--- config.mk ---
export PLATFORM = sky130hd
export DESIGN_NAME = round_robin_task_table_scheduler_core
export DESIGN_NICKNAME = d
export VERILOG_FILES = /design/src/hw/rtl/rrts_pkg.sv /design/src/hw/rtl/round_robin_task_table_scheduler_core.sv
export SDC_FILE = /design/constraint.sdc
export NUM_CORES = 1
export LEC_CHECK = 0
export BUFFER_PORTS_ARGS = -buffer_cell sky130_fd_sc_hd__buf_4
export CAP_MARGIN = 10
export CORE_ASPECT_RATIO = 2
export CORE_UTILIZATION = 67
export DETAILED_ROUTE_END_ITERATION = 10
export PLACE_DENSITY = 0.95
export SYNTH_ARGS = -nofsm -noshare
export SYNTH_HDL_FRONTEND = slang
export SYNTH_SLANG_ARGS = --single-unit
--- constraint.sdc ---
create_clock -name i_clk -period 6.8 [get_ports i_clk]
set_input_delay 1.02 -clock i_clk [delete_from_list [all_inputs] [get_ports i_clk]]
set_output_delay 1.02 -clock i_clk [all_outputs]
set_load 0.03 [all_outputs]
--- src/hw/rtl/rrts_pkg.sv ---
// Package for the round-robin task table scheduler.
// Holds the sequencer state type, operation and status codes.
// No dependencies.
package rrts_pkg;

    localparam int unsigned ID_W  = 15;
    localparam int unsigned SCR_W = 7;

    localparam logic [ID_W-1:0] ID_MAX = 15'h7FFF;

    localparam logic [2:0] OP_TICK       = 3'd0;
    localparam logic [2:0] OP_ADD_NEW    = 3'd1;
    localparam logic [2:0] OP_ADD_SHARED = 3'd2;
    localparam logic [2:0] OP_ACTIVATE   = 3'd3;
    localparam logic [2:0] OP_DEACTIVATE = 3'd4;
    localparam logic [2:0] OP_KILL       = 3'd5;

    localparam logic [1:0] STAT_OK      = 2'd0;
    localparam logic [1:0] STAT_FULL    = 2'd1;
    localparam logic [1:0] STAT_UNKNOWN = 2'd2;

    typedef enum logic [2:0] {
        ST_IDLE,
        ST_FIND,
        ST_COUNT,
        ST_ADD,
        ST_SCHED,
        ST_PICK,
        ST_LOAD,
        ST_DONE
    } t_state;

endpackage

--- src/hw/rtl/round_robin_task_table_scheduler_core.sv ---
// Round-robin task table scheduler core: task table, id lookup and scheduler.
// Depends on rrts_pkg (state type, operation and status codes).
//
// Usage: present a command word on i_op, i_task_id, i_screen_id and i_home with
// start high; it is taken at the clock edge where start is high and busy is low.
// busy stays high until the result word has been shown. The result appears on
// the o_ ports for exactly one cycle, marked by o_strobe; the receiver has no
// way to stall it and must take it in that cycle.
// Steps per command word: an add with a new screen scans for a free slot; add
// shared, activate, deactivate and kill first look the id up, add shared then
// scans for a free slot, and kill then checks the screen for other tasks; tick,
// deactivate and kill (unless it empties the table) run the round-robin search.
// Unused op codes and a tick on an empty table go straight to the result.
// Lookups and screen counting step one slot per cycle through the id/screen
// table read port, and the round-robin search visits one slot per cycle. Only
// one word is in work at a time; the next word can be taken in the cycle after
// the strobe.
// Reset (synchronous, i_rst_n low) empties the table, deselects any task and
// sets the next id to one; the table memory itself needs no clearing pass.
module round_robin_task_table_scheduler_core
    import rrts_pkg::*;
#(
    parameter int unsigned SLOTS = 16
) (
    input  logic             i_clk,
    input  logic             i_rst_n,
    input  logic             start,
    output logic             busy,
    input  logic [2:0]       i_op,
    input  logic [ID_W-1:0]  i_task_id,
    input  logic [SCR_W-1:0] i_screen_id,
    input  logic             i_home,
    output logic             o_strobe,
    output logic [1:0]       o_status,
    output logic [ID_W-1:0]  o_new_task_id,
    output logic             o_switched,
    output logic             o_run_valid,
    output logic [3:0]       o_run_slot,
    output logic [ID_W-1:0]  o_run_task_id,
    output logic [SCR_W-1:0] o_run_screen,
    output logic             o_first_run,
    output logic             o_release_screen,
    output logic [SCR_W-1:0] o_released_screen_id
);

    localparam int unsigned SW = (SLOTS > 1) ? $clog2(SLOTS) : 1;
    localparam int unsigned KW = $clog2(SLOTS + 1);

    t_state r_state, n_state;

    logic [ID_W-1:0]  m_id  [SLOTS];
    logic [SCR_W-1:0] m_scr [SLOTS];
    logic [ID_W-1:0]  r_rd_id;
    logic [SCR_W-1:0] r_rd_scr;

    logic [SLOTS-1:0] r_occ, r_act, r_hom, r_started;
    logic [KW-1:0]    r_live;
    logic [ID_W-1:0]  r_next_id;

    logic [2:0]       r_op;
    logic [ID_W-1:0]  r_tid;
    logic [SCR_W-1:0] r_scr_in;
    logic             r_home_in;

    logic [KW-1:0]    r_k;
    logic             r_pv;
    logic [SW-1:0]    r_pidx;
    logic [SW-1:0]    r_s;
    logic [SCR_W-1:0] r_sscr;
    logic             r_other;
    logic [SW-1:0]    r_si;
    logic             r_hv;
    logic [SW-1:0]    r_hidx;
    logic [SW-1:0]    r_pick;
    logic             r_pick_v;

    logic [SW-1:0]    r_cur;
    logic             r_cur_v;
    logic [ID_W-1:0]  r_cur_id;
    logic [SCR_W-1:0] r_cur_scr;

    logic [1:0]       r_status;
    logic [ID_W-1:0]  r_new_id;
    logic             r_switched;
    logic             r_first;
    logic             r_rel;
    logic [SCR_W-1:0] r_rel_scr;

    logic [SW-1:0]    kidx;
    logic             k_more;
    logic             find_hit;
    logic             scan_end;
    logic             full;
    logic             sched_hit;
    logic [SW-1:0]    sched_start;
    logic [SW-1:0]    si_next;
    logic [SW-1:0]    rd_addr;
    logic             mem_we;
    logic [SCR_W-1:0] add_scr;
    logic [SW+3:0]    cur_ext;

    assign kidx      = r_k[SW-1:0];
    assign k_more    = (r_k < KW'(SLOTS));
    assign find_hit  = r_pv && r_occ[r_pidx] && (r_rd_id == r_tid) && (r_tid != '0);
    assign scan_end  = !r_pv && !k_more;
    assign full      = (r_live >= KW'(SLOTS));
    assign sched_hit = r_occ[r_si] && r_act[r_si];
    assign si_next   = (r_si == SW'(SLOTS - 1)) ? '0 : r_si + SW'(1);
    assign add_scr   = (r_op == OP_ADD_NEW) ? r_scr_in : r_sscr;

    always_comb begin
        sched_start = '0;
        if (r_cur_v) begin
            sched_start = (r_cur == SW'(SLOTS - 1)) ? '0 : r_cur + SW'(1);
        end
    end

    // next state
    always_comb begin
        n_state = r_state;
        case (r_state)
            ST_IDLE: begin
                if (start) begin
                    case (i_op)
                        OP_TICK:       n_state = (r_live != '0) ? ST_SCHED : ST_DONE;
                        OP_ADD_NEW:    n_state = ST_ADD;
                        OP_ADD_SHARED,
                        OP_ACTIVATE,
                        OP_DEACTIVATE,
                        OP_KILL:       n_state = ST_FIND;
                        default:       n_state = ST_DONE;
                    endcase
                end
            end
            ST_FIND: begin
                if (find_hit) begin
                    case (r_op)
                        OP_ADD_SHARED: n_state = ST_ADD;
                        OP_DEACTIVATE: n_state = ST_SCHED;
                        OP_KILL:       n_state = ST_COUNT;
                        default:       n_state = ST_DONE;
                    endcase
                end else if (scan_end) begin
                    n_state = ST_DONE;
                end
            end
            ST_COUNT: begin
                if (scan_end) begin
                    n_state = (r_live == KW'(1)) ? ST_DONE : ST_SCHED;
                end
            end
            ST_ADD: begin
                if (full || !k_more || !r_occ[kidx]) begin
                    n_state = ST_DONE;
                end
            end
            ST_SCHED: begin
                if (!k_more || sched_hit) begin
                    n_state = ST_PICK;
                end
            end
            ST_PICK:  n_state = r_pick_v ? ST_LOAD : ST_DONE;
            ST_LOAD:  n_state = ST_DONE;
            ST_DONE:  n_state = ST_IDLE;
            default:  n_state = ST_IDLE;
        endcase
    end

    // outputs of the sequencer
    always_comb begin
        busy     = 1'b1;
        o_strobe = 1'b0;
        rd_addr  = kidx;
        mem_we   = 1'b0;
        case (r_state)
            ST_IDLE:  busy = 1'b0;
            ST_ADD:   mem_we = !full && k_more && !r_occ[kidx];
            ST_PICK:  rd_addr = r_pick;
            ST_DONE:  o_strobe = 1'b1;
            default:  rd_addr = kidx;
        endcase
    end

    // task table memory
    always_ff @(posedge i_clk) begin
        if (mem_we) begin
            m_id[kidx]  <= r_next_id;
            m_scr[kidx] <= add_scr;
        end
        r_rd_id  <= m_id[rd_addr];
        r_rd_scr <= m_scr[rd_addr];
    end

    always_ff @(posedge i_clk) begin
        if (!i_rst_n) begin
            r_state   <= ST_IDLE;
            r_occ     <= '0;
            r_act     <= '0;
            r_hom     <= '0;
            r_started <= '0;
            r_live    <= '0;
            r_next_id <= ID_W'(1);
            r_cur_v   <= 1'b0;
            r_k       <= '0;
            r_pv      <= 1'b0;
            r_hv      <= 1'b0;
            r_other   <= 1'b0;
            r_pick_v  <= 1'b0;
        end else begin
            r_state <= n_state;
            case (r_state)
                ST_IDLE: begin
                    if (start) begin
                        r_op       <= i_op;
                        r_tid      <= i_task_id;
                        r_scr_in   <= i_screen_id;
                        r_home_in  <= i_home;
                        r_status   <= STAT_OK;
                        r_new_id   <= '0;
                        r_switched <= (i_op == OP_TICK) && (r_live != '0);
                        r_first    <= 1'b0;
                        r_rel      <= 1'b0;
                        r_rel_scr  <= '0;
                    end
                end
                ST_FIND, ST_COUNT: begin
                    r_pidx <= kidx;
                    if (n_state == r_state) begin
                        r_pv <= k_more;
                        if (k_more) begin
                            r_k <= r_k + KW'(1);
                        end
                    end
                    if (r_state == ST_FIND) begin
                        if (find_hit) begin
                            r_s    <= r_pidx;
                            r_sscr <= r_rd_scr;
                            if (r_op == OP_ACTIVATE) begin
                                r_act[r_pidx] <= 1'b1;
                            end
                            if (r_op == OP_DEACTIVATE) begin
                                r_act[r_pidx] <= 1'b0;
                                r_switched    <= 1'b1;
                            end
                        end else if (scan_end) begin
                            r_status <= STAT_UNKNOWN;
                        end
                    end else begin
                        if (r_pv && (r_pidx != r_s) && r_occ[r_pidx]
                                && (r_rd_scr == r_sscr)) begin
                            r_other <= 1'b1;
                        end
                        if (scan_end) begin
                            r_rel          <= !r_other;
                            r_rel_scr      <= r_other ? '0 : r_sscr;
                            r_occ[r_s]     <= 1'b0;
                            r_act[r_s]     <= 1'b0;
                            r_hom[r_s]     <= 1'b0;
                            r_started[r_s] <= 1'b0;
                            r_live         <= r_live - KW'(1);
                            r_switched     <= 1'b1;
                            if (r_live == KW'(1)) begin
                                r_cur_v <= 1'b0;
                            end
                        end
                    end
                end
                ST_ADD: begin
                    if (full || !k_more) begin
                        r_status <= STAT_FULL;
                    end else if (!r_occ[kidx]) begin
                        r_occ[kidx]     <= 1'b1;
                        r_act[kidx]     <= 1'b1;
                        r_hom[kidx]     <= r_home_in;
                        r_started[kidx] <= 1'b0;
                        r_live          <= r_live + KW'(1);
                        r_new_id        <= r_next_id;
                        r_next_id       <= (r_next_id == ID_MAX) ? ID_W'(1)
                                                                 : r_next_id + ID_W'(1);
                    end else begin
                        r_k <= r_k + KW'(1);
                    end
                end
                ST_SCHED: begin
                    if (!k_more) begin
                        r_act    <= r_act | (r_occ & r_hom);
                        r_pick   <= r_hidx;
                        r_pick_v <= r_hv;
                    end else if (sched_hit) begin
                        r_pick   <= r_si;
                        r_pick_v <= 1'b1;
                    end else begin
                        if (r_occ[r_si] && r_hom[r_si] && (!r_hv || (r_si > r_hidx))) begin
                            r_hv   <= 1'b1;
                            r_hidx <= r_si;
                        end
                        r_si <= si_next;
                        r_k  <= r_k + KW'(1);
                    end
                end
                ST_PICK: begin
                    if (!r_pick_v) begin
                        r_cur_v <= 1'b0;
                    end
                end
                ST_LOAD: begin
                    r_cur             <= r_pick;
                    r_cur_v           <= 1'b1;
                    r_cur_id          <= r_rd_id;
                    r_cur_scr         <= r_rd_scr;
                    r_first           <= !r_started[r_pick];
                    r_started[r_pick] <= 1'b1;
                end
                default: begin
                end
            endcase
            // fresh scan on every state change
            if (n_state != r_state) begin
                r_k     <= '0;
                r_pv    <= 1'b0;
                r_hv    <= 1'b0;
                r_other <= 1'b0;
                r_si    <= sched_start;
            end
        end
    end

    assign cur_ext = {4'b0, r_cur};

    assign o_status             = r_status;
    assign o_new_task_id        = r_new_id;
    assign o_switched           = r_switched;
    assign o_run_valid          = r_cur_v;
    assign o_run_slot           = r_cur_v ? cur_ext[3:0] : 4'd0;
    assign o_run_task_id        = r_cur_v ? r_cur_id : '0;
    assign o_run_screen         = r_cur_v ? r_cur_scr : '0;
    assign o_first_run          = r_first;
    assign o_release_screen     = r_rel;
    assign o_released_screen_id = r_rel_scr;

endmodule
==> results of run 1 <==
==> critical path: stages (launching register included) <==
cell      delay, ps
dfxtp_1         640
ha_1            410
nand2_1         520
mux2i_4        1070
buf_4           520
mux4_2          540
and2_1          200
a211oi_1        390
a31oi_1         110
==> layout by cell type (no fill, tap or decap), types with 5 or more instances in the layout <==
cell type,count
or3_1,8
and3_1,6
and4_1,5
nand4_1,12
clkbuf_16,48
o221a_2,9
edfxtp_1,458
a211oi_1,33
xnor2_1,20
a22oi_1,16
o21ai_0,62
xor2_1,29
ha_1,20
nor3_1,33
nor4_1,9
nor2b_1,16
dfxtp_1,119
a21oi_1,73
a31oi_1,34
nand2b_1,18
nor2_4,16
mux4_2,106
inv_1,23
clkinv_1,8
buf_4,101
mux2_2,12
mux2i_1,13
o31ai_1,5
and2_1,77
clkbuf_1,10
nand2_1,129
o211ai_1,5
bufinv_16,9
nor2_1,136
a311oi_1,10
clkinv_2,6
nand3_1,54
==> cells by family after synthesis <==
kind of cell | share of synthesized area (%)
flops | 65.2
simple gates | 10.8
compound gates | 7.79
mux | 11.2
buf+inv | 2.21
xor+xnor | 1.80
fa+ha+maj | 1.01
==> through the flow <==
stage,util (%),instance area (µm²),power (mW),hold WS [ps]
after floorplan,-,24700,5.53,403
after global placement,70.9,25800,6.13,458
after detailed placement,70.9,25800,6.19,465
after CTS,75.5,27500,9.14,484
after global routing,75.5,27500,9.50,508
final,75.5,27500,9.31,486
==> layout make-up <==
class	count	share of cell area, %
Antenna cell	1	0.00910
Clock buffer	61	4.65
Clock inverter	28	1.46
Inverter	23	0.314
Multi-Input combinational cell	1046	30.0
Sequential cell	577	58.7
Tap cell	454	2.07
Timing Repair Buffer	103	2.85
==> registers in the layout, summed over array words and instances, names as in the netlist, 5 cells and up, named ones only <==
register / count
r_cur_id: 15
r_hom: 16
r_k: 5
r_next_id: 15
r_started: 16
o_new_task_id: 15
r_tid: 15
r_sscr: 7
r_rd_scr: 7
r_rd_id: 15
o_released_screen_id: 7
r_scr_in: 7
r_cur_scr: 7
r_act: 15
r_occ: 16
r_live: 5
m_id: 240
m_scr: 112
==> worst paths after layout <==
| path | startpoint | end | slack, ps | cells after the start |
|---|---|---|---|---|
| setup / recovery | r_state[0]$_SDFF_PN0_ | r_rd_scr[5]$_DFF_P_ | 2210 | 8 |
| hold / removal | r_act[8]$_SDFFE_PN0P_ | r_act[8]$_SDFFE_PN0P_ | 490 | 2 |
| setup reg to reg | r_state[0]$_SDFF_PN0_ | r_rd_scr[5]$_DFF_P_ | 2210 | 8 |
| hold reg to reg | r_act[8]$_SDFFE_PN0P_ | r_act[8]$_SDFFE_PN0P_ | 490 | 2 |
==> power groups by stage <==
| stage | clock network, mW | registers, mW | logic [mW] |
|---|---|---|---|
| 2_1_floorplan | 0 | 4.29 | 1.24 |
| 3_3_place_gp | 0 | 4.38 | 1.75 |
| 3_5_place_dp | 0 | 4.39 | 1.80 |
| 4_1_cts | 2.99 | 4.32 | 1.83 |
| 5_1_grt | 3.12 | 4.37 | 2.01 |
| 6_report | 3.01 | 4.37 | 1.93 |
==> layer usage <==
metal | up-vias | GRT usage [%] | share of wire, %
li1 | 6796 | - | -
met1 | 8334 | 48.3 | 29
met2 | 1577 | 68.6 | 48
met3 | 525 | 14.1 | 12
met4 | 6 | 39.0 | 11
met5 | - | 0.542 | 0.050
==> results.json, run 1 <==
{
  "outcome": "complete, no violations",
  "fillerInstances": 2027,
  "hold_buffers": 0,
  "overflow": 0,
  "grt_pass1_vias": 17100,
  "yosysMostFrequentCell": "edfxtp_1",
  "synth_seq_cells": 577,
  "cp_max_fo": 20,
  "yosysUniqueCellTypes": 79,
  "timing.slew.headroom_pct": 8.13,
  "grt_pass1_wl_mm": 115,
  "layout_min_cycle_time_ps": 4590,
  "nets": 1848,
  "port_buffers": 84,
  "fin_skew_ps": 31.0,
  "start_util_pct": 67.9,
  "ys.flop_type": "edfxtp_1",
  "cts-resized-gates": 0,
  "pwr-share-comb_pct": 20.7,
  "via_per_inst": 7.52,
  "p_leak_nw": 9.08,
  "drc": 0,
  "areaGrowthSynthToFinish_pct": 11.2,
  "fp.dieW_um": 138,
  "p_switching_mw": 2.95,
  "row_count": 99,
  "hold_class": "reg -> reg",
  "clockRootBuffer": "clkbuf_16",
  "ys_top_cells_by_area": "edfxtp_1, mux4_2, dfxtp_1, nor2_1, nand2_1",
  "io_pins": 85,
  "slew_violations": 0,
  "seqPwrFrac_pct": 46.9,
  "netlist_instances": 1748,
  "worst_pin_slew_ps": 1370,
  "drv_cap": 0,
  "synth_top_area_share_pct": 55.6,
  "synth_warnings": 0,
  "tritoncts": "done",
  "synth_area_mm2": 0.0247,
  "crit_type": "reg -> reg",
  "multi_input_area_mm2": 0.00825,
  "fin_ws_ps": 2210,
  "place_hpwl_mm": 48.2,
  "fp.coreArea_mm2": 0.0364,
  "seqCellArea_mm2": 0.0161,
  "first_iter_violations": 2397,
  "yosys.area.top_type": "edfxtp_1",
  "die_area_mm2": 0.0377,
  "ant_nets": 0,
  "worstSkewPairLatency_ps": 610,
  "post_cts_buffers": 0,
  "clkSinkCount": 577,
  "rsz0062_at_grt": "false",
  "wire_per_inst_um": 35.0,
  "clockPowerShare_pct": 32.4,
  "yosysSeqAreaShare_pct": 65.2,
  "synth-async-reset-ratio_pct": 0,
  "antenna_found_initial": 5,
  "dp.cells": 2202,
  "cp_data_arrival_time_ps": 5030,
  "worst_ep_required_time_ps": 7240,
  "finalHoldViolCount": 0,
  "synth_edf_count": 458,
  "syn_avg_cell_area_um2": 14.2,
  "layout-drive-gt1-share_pct": 18.9,
  "p_int_mw": 6.36,
  "dr.pass1.iters": 6,
  "path_clk_slew_ps": 70,
  "tns_ps": 0,
  "synth_nets": 1797,
  "grt_max_degree": 58,
  "synth_commonest_cells": "edfxtp_1, nor2_1, nand2_1, dfxtp_1, mux4_2",
  "cts_made_buffers": 48,
  "grt.total_usage_pct": 44.3,
  "finalNonFillerCells": 2293,
  "fmax_ghz": 0.218,
  "routabilityCongestion": 1.03,
  "vias": 17200,
  "htreeDepth": 2,
  "p_per_area_mw_per_mm2": 338,
  "cts_max_path_buffers": 3,
  "fin_crit_sh_pct": 67.5,
  "die_h_um": 274,
  "setup_viol": 0,
  "post-place-ws_ps": 2350,
  "irDropWorstVdd_v": 0.000271,
  "endpoint_kind": "flip-flop",
  "switching_share_pct": 31.7,
  "routed_wl_mm": 80.2,
  "startpoint_type": "flip-flop"
}
Power figures use the tool's default switching activity.
==> run 2, diff against run 1 <==
--- a/config.mk
+++ b/config.mk
@@ -5,12 +5,13 @@
 export SDC_FILE = /design/constraint.sdc
 export NUM_CORES = 1
 export LEC_CHECK = 0
+export ABC_AREA = 1
 export BUFFER_PORTS_ARGS = -buffer_cell sky130_fd_sc_hd__buf_4
 export CAP_MARGIN = 10
 export CORE_ASPECT_RATIO = 2
-export CORE_UTILIZATION = 67
+export CORE_UTILIZATION = 62
 export DETAILED_ROUTE_END_ITERATION = 10
-export PLACE_DENSITY = 0.95
+export PLACE_DENSITY = 0.92
 export SYNTH_ARGS = -nofsm -noshare
 export SYNTH_HDL_FRONTEND = slang
 export SYNTH_SLANG_ARGS = --single-unit
==> constraint.sdc (replaced) <==
create_clock -name i_clk -period 4.7 [get_ports i_clk]
set_input_delay 0.705 -clock i_clk [delete_from_list [all_inputs] [get_ports i_clk]]
set_output_delay 0.705 -clock i_clk [all_outputs]
set_load 0.03 [all_outputs]
==> results.json, run 2 <==
{
  "row_count": 104,
  "routabilityCongestion": 1.06,
  "ys.flop_type": "edfxtp_1",
  "p_per_area_mw_per_mm2": 540,
  "worst_pin_slew_ps": 1280,
  "final_area_mm2": 0.0284,
  "grt_max_degree": 177,
  "p_leak_nw": 10.3,
  "top_regs": "m_id x240, m_scr x112",
  "tritoncts": "done",
  "outcome": "complete, no violations",
  "grt_busiest_layer": "met2",
  "post_cts_buffers": 0,
  "synth_top_area_share_pct": 53.9,
  "grt_use_met1_pct": 40.9,
  "clkSinkCount": 577,
  "start_util_pct": 63.1,
  "nets": 2586,
  "die_area_mm2": 0.0420,
  "rsz0062_at_grt": "false",
  "startpoint_type": "flip-flop",
  "antenna_found_initial": 0,
  "setup_viol": 0,
  "synth_warnings": 0,
  "synth_commonest_cells": "edfxtp_1, nand2_1, nor2_1, o21ai_0, inv_1",
  "port_buffers": 84,
  "synth_nets": 2531,
  "areaGrowthSynthToFinish_pct": 11.4,
  "yosysMostFrequentCell": "edfxtp_1",
  "syn_avg_cell_area_um2": 10.3,
  "synth-async-reset-ratio_pct": 0,
  "hold_class": "in -> reg",
  "cts_max_path_buffers": 3,
  "cp_data_arrival_time_ps": 4630,
  "io_pins": 85,
  "yosys.area.top_type": "edfxtp_1",
  "fmax_ghz": 0.239,
  "diodes": 0,
  "final_common_cell": "edfxtp_1",
  "worst_ep_required_time_ps": 5140,
  "met2_usage_pct": 70.9,
  "endpoint_kind": "flip-flop",
  "grt.total_usage_pct": 40.9,
  "grt_pass1_wl_mm": 126,
  "routed_wl_mm": 85.6,
  "timing.slew.headroom_pct": 14.6,
  "hold_buffers": 0,
  "synth_area_mm2": 0.0255,
  "cp_max_fo": 18,
  "regMostFlops": "m_id",
  "layout_min_cycle_time_ps": 4190,
  "irDropWorstVdd_v": 0.000402,
  "vias": 21000,
  "cts_made_buffers": 48,
  "dpl_cell_area_mm2": 0.0267,
  "fin_ws_ps": 509,
  "grt_pass1_vias": 21100,
  "layout_common_cells": "edfxtp_1, nand2_1, nor2_1",
  "dr.pass1.iters": 9,
  "drc": 0,
  "drv_cap": 0,
  "die_h_um": 289,
  "synth_seq_cells": 577,
  "synth_edf_count": 458,
  "wire_per_inst_um": 27.6,
  "finalHoldViolCount": 0,
  "place_hpwl_mm": 55.1,
  "first_iter_violations": 2894,
  "clockRootBuffer": "clkbuf_16",
  "fp.dieW_um": 145,
  "fin_skew_ps": 23.2,
  "htreeDepth": 2,
  "yosysSeqAreaShare_pct": 63.2,
  "holdWs_ps": 287,
  "worstSkewPairLatency_ps": 590,
  "yosysUniqueCellTypes": 60,
  "tns_ps": 0,
  "fin_crit_sh_pct": 89.2,
  "largest_reg_flops": 240,
  "grtUsageMet3_pct": 7.67,
  "via_per_inst": 6.75,
  "netlist_instances": 2482,
  "fillerInstances": 2681,
  "path_clk_slew_ps": 70,
  "post-place-ws_ps": 689,
  "overflow": 0,
  "ant_nets": 0,
  "slew_violations": 0,
  "layout-drive-gt1-share_pct": 11.2,
  "fin_total_pwr_mw": 15.4,
  "fp.coreArea_mm2": 0.0405,
  "cts-resized-gates": 0,
  "ys_top_cells_by_area": "edfxtp_1, dfxtp_1, nand2_1, o21ai_0, nor2_1",
  "crit_type": "reg -> reg"
}
-- run 2: kinds of logic after synthesis --
kind of cell,after synthesis,synth area share (%)
AND/OR/NAND/NOR,862,14.2
buffers and inverters,349,5.40
adder cells (fa/ha/maj),20,0.981
AO/OA/AOI/OAI,658,15.7
flip-flops,577,63.2
XOR/XNOR,16,0.549
-- run 2: final timing paths --
check / startpoint / cells past startpoint / to / slack (ps)
min: i_task_id[12] / 1 / r_tid[12]$_DFFE_PP_ / 290
min reg2reg: r_rd_id[7]$_DFF_P_ / 0 / r_cur_id[7]$_DFFE_PP_ / 470
max: r_next_id[7]$_SDFFE_PN0P_ / 9 / r_next_id[10]$_SDFFE_PN0P_ / 510
max reg2reg: r_next_id[7]$_SDFFE_PN0P_ / 9 / r_next_id[10]$_SDFFE_PN0P_ / 510
-- run 2: power by group --
part / switching, mW / leakage [nW] / total, mW / internal (mW)
logic: 3.42 / 4.23 / 4.69 / 1.27
clock network: 1.90 / 0.812 / 4.31 / 2.41
registers: 0.404 / 5.29 / 6.35 / 5.95
-- run 2: worst max-delay path, stage by stage (launching register included) --
cell and delay, ps:
dfxtp_1 780, inv_1 190, nor3_1 470, nand2_1 140
nor4_2 580, nand3_1 580, o21ai_1 770, inv_1 310
o21ai_0 150, a21oi_1 70
-- run 2: layer usage --
metal | share of wire [%] | vias to the layer above | wire [µm]
met5 | 0 | - | 0
met4 | 11 | 0 | 9670
met3 | 9.7 | 552 | 8300
met2 | 50 | 1682 | 42800
met1 | 29 | 9807 | 24900
li1 | - | 8930 | -
-- run 2: cell type report --
type                            instances  area [µm²]  area share, %
Sequential cell                       577       16100           56.8
Multi-Input combinational cell       1556        8090           28.5
Clock buffer                           62        1290           4.55
Timing Repair Buffer                  133        1040           3.64
Inverter                              221         832           2.93
Tap cell                              530         663           2.33
Clock inverter                         27         375           1.32
-- run 2: through the flow --
stage               cells  utilization [%]
floorplan            2482                -
global placement     3016             66.1
detailed placement   3016             66.1
CTS                  3105             70.2
global route         3106             70.2
finish               3106             70.2
